`src/sv/apmc_pkg.sv`:
```
// Package of the anchor prefilter match counter: item codes, needle size,
// reset length and the anchor scatter table. No dependencies.
package apmc_pkg;

  typedef enum logic [1:0] {
    OP_LOAD   = 2'd0,
    OP_CORPUS = 2'd1,
    OP_END    = 2'd2
  } op_e;

  localparam int unsigned NEEDLE_MAX   = 16;
  localparam int unsigned ANCHOR_COUNT = 4;
  localparam logic [4:0]  LEN_RESET    = 5'd4;

  // (slot * 7) mod cell for cell values 0 to 7; zero where the cell is 0 or 1.
  localparam logic [2:0] SCATTER_TAB [ANCHOR_COUNT][8] = '{
    '{3'd0, 3'd0, 3'd0, 3'd0, 3'd0, 3'd0, 3'd0, 3'd0},
    '{3'd0, 3'd0, 3'd1, 3'd1, 3'd3, 3'd2, 3'd1, 3'd0},
    '{3'd0, 3'd0, 3'd0, 3'd2, 3'd2, 3'd4, 3'd2, 3'd0},
    '{3'd0, 3'd0, 3'd1, 3'd0, 3'd1, 3'd1, 3'd3, 3'd0}
  };

endpackage

```
`src/sv/anchor_prefilter_match_counter.sv`:
```
// Top level of the anchor prefilter match counter.
// Depends on apmc_pkg for item codes, the needle size, the reset length and the scatter table.

// One transaction is accepted per clock cycle while the output does not stall, and
// its result is presented from a result register: the item sits in an input register,
// the shifted window is compared against the needle at all positions in parallel, and
// the flags and count land in the result register, which holds while the output stalls.
// The input register advances whenever the result register is empty or being taken, so
// the sustained rate is one item per cycle while the output does not stall. A length write
// clamps the length to 1..NEEDLE_MAX and recomputes the four anchor offsets
// in the same cycle; the configuration port is always ready.
module anchor_prefilter_match_counter import apmc_pkg::*; (
  input  logic        clk_i,
  input  logic        rst_ni,
  input  logic        in_valid_i,
  output logic        in_ready_o,
  input  logic [1:0]  op_i,
  input  logic [7:0]  byte_value_i,
  input  logic [3:0]  needle_index_i,
  input  logic        cfg_valid_i,
  output logic        cfg_ready_o,
  input  logic [4:0]  cfg_needle_len_i,
  output logic        out_valid_o,
  input  logic        out_ready_i,
  output logic        anchors_agree_o,
  output logic        match_here_o,
  output logic [31:0] occurrences_o,
  output logic        done_res_o
);

  localparam int unsigned LEN_W = $clog2(NEEDLE_MAX + 1);
  localparam int unsigned IDX_W = $clog2(NEEDLE_MAX);
  localparam int unsigned WIN_W = NEEDLE_MAX * 8;

  function automatic logic [LEN_W-1:0] eff_len(input logic [4:0] value);
    logic [7:0] v;
    v = 8'(value);
    if (v == 8'd0) v = 8'd1;
    if (v > 8'(NEEDLE_MAX)) v = 8'(NEEDLE_MAX);
    return LEN_W'(v);
  endfunction

  function automatic logic [IDX_W-1:0] off_calc(input logic [LEN_W-1:0] len,
                                                input int unsigned slot);
    logic [2:0] span;
    logic [7:0] off;
    logic [7:0] lim;
    span = 3'(len >> 2);
    off  = 8'(slot) * 8'(span) + 8'(SCATTER_TAB[slot][span]);
    lim  = 8'(len) - 8'd1;
    return IDX_W'((off >= lim) ? lim : off);
  endfunction

  logic             s1_valid_q;
  logic [1:0]       s1_op_q;
  logic [7:0]       s1_byte_q;
  logic [3:0]       s1_idx_q;
  logic             out_valid_q;
  logic             agree_q;
  logic             match_q;
  logic [31:0]      occ_q;
  logic             done_q;
  logic [LEN_W-1:0] len_q;
  logic [IDX_W-1:0] offs_q [ANCHOR_COUNT];
  logic [WIN_W-1:0] win_q;
  logic [LEN_W-1:0] fill_q;
  logic [31:0]      count_q;
  logic [7:0]       needle_q [NEEDLE_MAX];

  logic             advance;
  logic             in_fire;
  logic [WIN_W-1:0] win_shift;
  logic [WIN_W-1:0] win_rev;
  logic [WIN_W-1:0] aligned;
  logic [LEN_W-1:0] shift_amt;
  logic [LEN_W-1:0] fill_inc;
  logic [NEEDLE_MAX-1:0] eq;
  logic             full;
  logic             agree_all;
  logic             is_corpus;
  logic             corpus_hit;
  logic [31:0]      count_inc;

  assign advance     = s1_valid_q && (!out_valid_q || out_ready_i);
  assign in_ready_o  = !s1_valid_q || advance;
  assign in_fire     = in_valid_i && in_ready_o;
  assign cfg_ready_o = 1'b1;

  always_comb begin
    win_shift = {win_q[WIN_W-9:0], s1_byte_q};
    for (int k = 0; k < NEEDLE_MAX; k++) begin
      win_rev[8*k +: 8] = win_shift[8*(NEEDLE_MAX-1-k) +: 8];
    end
    shift_amt = LEN_W'(NEEDLE_MAX) - len_q;
    aligned   = win_rev >> {shift_amt, 3'b000};
    for (int p = 0; p < NEEDLE_MAX; p++) begin
      eq[p] = (aligned[8*p +: 8] == needle_q[p]) || (LEN_W'(p) >= len_q);
    end
    agree_all = 1'b1;
    for (int s = 0; s < ANCHOR_COUNT; s++) begin
      agree_all = agree_all && eq[offs_q[s]];
    end
    fill_inc   = (fill_q < LEN_W'(NEEDLE_MAX)) ? fill_q + LEN_W'(1) : fill_q;
    full       = fill_inc >= len_q;
    is_corpus  = s1_op_q == OP_CORPUS;
    corpus_hit = is_corpus && full && (&eq);
    count_inc  = (corpus_hit && count_q != '1) ? count_q + 32'd1 : count_q;
  end

  always_ff @(posedge clk_i or negedge rst_ni) begin
    if (!rst_ni) begin
      s1_valid_q  <= 1'b0;
      out_valid_q <= 1'b0;
      len_q       <= eff_len(LEN_RESET);
      for (int s = 0; s < ANCHOR_COUNT; s++) begin
        offs_q[s] <= off_calc(eff_len(LEN_RESET), s);
      end
      win_q       <= '0;
      fill_q      <= '0;
      count_q     <= '0;
    end else begin
      if (in_ready_o) begin
        s1_valid_q <= in_valid_i;
      end
      if (advance) begin
        out_valid_q <= 1'b1;
      end else if (out_ready_i) begin
        out_valid_q <= 1'b0;
      end
      if (cfg_valid_i) begin
        len_q <= eff_len(cfg_needle_len_i);
        for (int s = 0; s < ANCHOR_COUNT; s++) begin
          offs_q[s] <= off_calc(eff_len(cfg_needle_len_i), s);
        end
      end
      if (advance) begin
        case (s1_op_q)
          OP_CORPUS: begin
            win_q   <= win_shift;
            fill_q  <= fill_inc;
            count_q <= count_inc;
          end
          OP_END: begin
            win_q   <= '0;
            fill_q  <= '0;
            count_q <= '0;
          end
          default: begin
          end
        endcase
      end
    end
  end

  always_ff @(posedge clk_i) begin
    if (in_fire) begin
      s1_op_q   <= op_i;
      s1_byte_q <= byte_value_i;
      s1_idx_q  <= needle_index_i;
    end
    if (advance) begin
      agree_q <= is_corpus && full && agree_all;
      match_q <= corpus_hit;
      occ_q   <= count_inc;
      done_q  <= s1_op_q == OP_END;
      for (int k = 0; k < NEEDLE_MAX; k++) begin
        if (s1_op_q == OP_LOAD && 32'(s1_idx_q) == k) begin
          needle_q[k] <= s1_byte_q;
        end
      end
    end
  end

  assign out_valid_o     = out_valid_q;
  assign anchors_agree_o = agree_q;
  assign match_here_o    = match_q;
  assign occurrences_o   = occ_q;
  assign done_res_o      = done_q;

endmodule

```
`config.mk`:
```
export PLATFORM = sky130hd
export DESIGN_NAME = anchor_prefilter_match_counter
export DESIGN_NICKNAME = d
export VERILOG_FILES = /design/src/sv/apmc_pkg.sv /design/src/sv/anchor_prefilter_match_counter.sv
export SDC_FILE = /design/constraint.sdc
export NUM_CORES = 1
export LEC_CHECK = 0
export BUFFER_PORTS_ARGS = -buffer_cell sky130_fd_sc_hd__buf_4
export CAP_MARGIN = 10
export CORE_MARGIN = 2
export CORE_UTILIZATION = 45
export CTS_BUF_LIST = sky130_fd_sc_hd__clkbuf_4
export CTS_CLUSTER_DIAMETER = 100
export DETAILED_ROUTE_END_ITERATION = 6
export SETUP_SLACK_MARGIN = 0.1
export SLEW_MARGIN = 20
export SYNTH_ARGS = -nofsm -noshare
export SYNTH_HDL_FRONTEND = slang
export SYNTH_SLANG_ARGS = --single-unit
export TNS_END_PERCENT = 1
```
`constraint.sdc`:
```
create_clock -name clk_i -period 12.3 [get_ports clk_i]
set_input_delay 1.23 -clock clk_i [delete_from_list [all_inputs] [get_ports clk_i]]
set_output_delay 1.23 -clock clk_i [all_outputs]
set_load 0.02 [all_outputs]
```
==> impl_metrics.tcl <==
set metrics [dict create \
    antenna_found_initial 3 \
    synth_top_area_share 0.226 \
    grt.total_usage 0.300 \
    holdBufCountCts 0 \
    wl_per_cell_um 25.5 \
    total_power_uw 3790 \
    clockBufferDepth 3 \
    yosysWarningCount 0 \
    crit_arrival_ns 9.13 \
    cp.required_ns 12.93 \
    cpPeakStageDelay_ns 1.01 \
    crit_start "len_q[0]" \
    final_common_cell "nand2_1" \
    start_util 0.456 \
    tns_ns 0 \
    cts_tree "done" \
    async_reset_ff_frac 0.504 \
    netlist_instances 2375 \
    ctsResizeCount 0 \
    cts_sinks 357 \
    num-nets-final 2468 \
    yosysSeqAreaShare 0.418 \
    row_count 83 \
    layout_common_cells "354 x nand2_1, 177 x edfxtp_1, 176 x o21ai_0" \
    cap_violations 0 \
    core_um2 51500 \
    synthesis.area_um2 23500 \
    powerDensity_nw_per_um2 147 \
    grt_max_degree 115 \
    fill_cells 4792 \
    viasPerCell 6.38 \
    first_iter_violations 2313 \
    areaGrowthSynthToFinish_pct 9.46 \
    maxSlewHeadroom 0.238 \
    grt_setup_unrepaired "false" \
    fin_crit_ns 8.51 \
    drc 1 \
    cts_buffers 101 \
    drv_slew 0 \
    syn_area_per_cell_um2 9.90 \
    fin_crit_sh 0.692 \
    worstSetupStartpointType "flip-flop" \
    dr.pass1.iters 7 \
    cts_setup_buffers 0 \
    root_buffer "clkbuf_4" \
    path_max_fanout 111 \
    leakagePower_uw 0.00963 \
    clk_pin_slew_worst_paths_ns 0.06 \
    fmax_ghz 0.118 \
    synth_edf_count 177 \
    multi_input_area_um2 12700 \
    synthFlopType "edfxtp_1" \
    fin_hold_ws_ns 0.343 \
    path_cells "inv_2, ha_4, buf_12, mux2i_1, and2_1, a211oi_1, or4_1, a2111oi_0, a22oi_1, or4_4, nor4b_4, nand3_2, buf_4, inv_1, nand2_2, mux2_2" \
    dpl.hpwl_um 56600 \
    dieWidth_um 233 \
    slowest_stage "a2111oi_0" \
    end_kind "flip-flop" \
    ant_nets 0 \
    status "finished with violations" \
    ir_worst_vdd_mv 0.0921 \
    syn_nets 2435 \
    grt_first_pass_wirelength_um 123000 \
    htree_levels 3 \
    clk_latency_ns 0.92 \
    die_height_um 233 \
    grt_pass1_vias 19100 \
    clock_skew_ns 0.0711 \
    violations "design-rule violations" \
    synth_cell_type_count 97 \
    gp_congestion 1.02 \
    register_area_um2 9830 \
    hold_viol_final 0 \
    grt_overflow_total 0 \
    die_area_um2 54100 \
    synth-seq-cells 357 \
    hold_class "in -> async" \
    ys_top_cells_by_area "edfxtp_1 23%, dfrtp_1 19%, mux4_2 6.9%" \
    worstMarginPinSlew_ns 1.11 \
    drive_gt1_frac 0.168 \
    synth_top_area_cell "edfxtp_1" \
    wl_um 81000 \
    critical_path_class "reg -> reg" \
    finalSetupViolCount 0 \
    num_vias 20300 \
    pin_count 62 \
    rr_startpoint "len_q[0]" \
    io_buffers 60 \
]
cells in the mapped netlist, drive strengths merged (20+ instances only):
master  instances
a21oi          60
a22oi          33
and3           37
buf            83
clkbuf         90
dfrtp         175
edfxtp        177
ha             35
inv            58
mux2           32
mux2i         155
mux4           72
nand2         356
nand2b         25
nand3          56
nand4          27
nor2          127
nor2b          20
nor3           62
nor4           33
o211ai         31
o21ai         177
o22ai          34
o31ai          23
or3            30
xnor2          60
xor2           37
final timing paths:
kind                               endpoint  slack, ns  depth (start not counted)
min reg2reg                      win_q[119]       0.48                          2
min in group clk_i               win_q[119]       0.48                          2
max in group asynchronous         win_q[95]      10.54                          2
min                               win_q[19]       0.34                          1
max reg2reg                occurrences_o[1]       3.79                         16
max                        occurrences_o[1]       3.79                         16
per-layer routing:
| metal | global-route usage | part of all wire | vias to the layer above |
|---|---|---|---|
| met5 | 0 | 0.00031 | - |
| met4 | 0.146 | 0.050 | 2 |
| met3 | 0.0650 | 0.085 | 201 |
| met2 | 0.457 | 0.45 | 926 |
| met1 | 0.406 | 0.41 | 10100 |
| li1 | - | - | 9100 |
power by group:
group / leakage (uW) / internal (uW) / switching, uW
Combinational: 0.00491 / 431 / 749
Clock: 0.000781 / 578 / 542
Sequential: 0.00394 / 1340 / 150
Total: 0.00963 / 2350 / 1440
cell families (layout without fill, tap and decap cells):
kind of cell | after synthesis | count (layout) | synth area share
buffers and inverters | 233 | 351 | 0.0449
xor gates and xnor gates | 97 | 97 | 0.0368
other | 2 | 6 | 0.000319
and+or+nand+nor | 837 | 837 | 0.171
adders and majority gates | 36 | 36 | 0.0195
DFF | 357 | 357 | 0.418
muxes | 259 | 259 | 0.150
AOI/OAI and AO/OA | 554 | 554 | 0.159
sequential cells by signal, indices dropped and copies added, names as in the netlist:
signal           cells
anchors_agree_o      1
count_q             32
done_res_o           1
fill_q               5
len_q                5
match_here_o         1
needle_q           128
occurrences_o       32
offs_q              16
out_valid_o          1
s1_byte_q            8
s1_idx_q             4
s1_op_q              2
s1_valid_q           1
win_q              120
per-stage QoR:
stage / instance area [um2] / util / cells / setup slack (ns)
floorplan: 23500 / - / 2375 / 6.68
global placement: 24400 / 0.473 / 2984 / 4.16
detailed placement: 24400 / 0.474 / 2985 / 4.07
CTS: 25700 / 0.499 / 3173 / 4.04
global route: 25700 / 0.500 / 3177 / 3.42
finish: 25700 / 0.500 / 3177 / 3.79
cell type report:
cell class	instances	area share
Sequential cell	357	0.382
Timing Repair Buffer	103	0.0307
Clock buffer	156	0.0455
Tap cell	680	0.0331
Clock inverter	32	0.00554
Antenna cell	4	0.000389
Inverter	60	0.00885
Multi-Input combinational cell	1785	0.494
critical path: cells and delay by family (launching register included):
kind,cells,cell delay (ns)
simple gates,6,1.99
buf+inv,4,1.87
compound gates,3,1.55
fa+ha+maj,1,0.93
flops,1,0.87
mux,2,0.82
No activity file was read; power rests on OpenSTA's default activity.
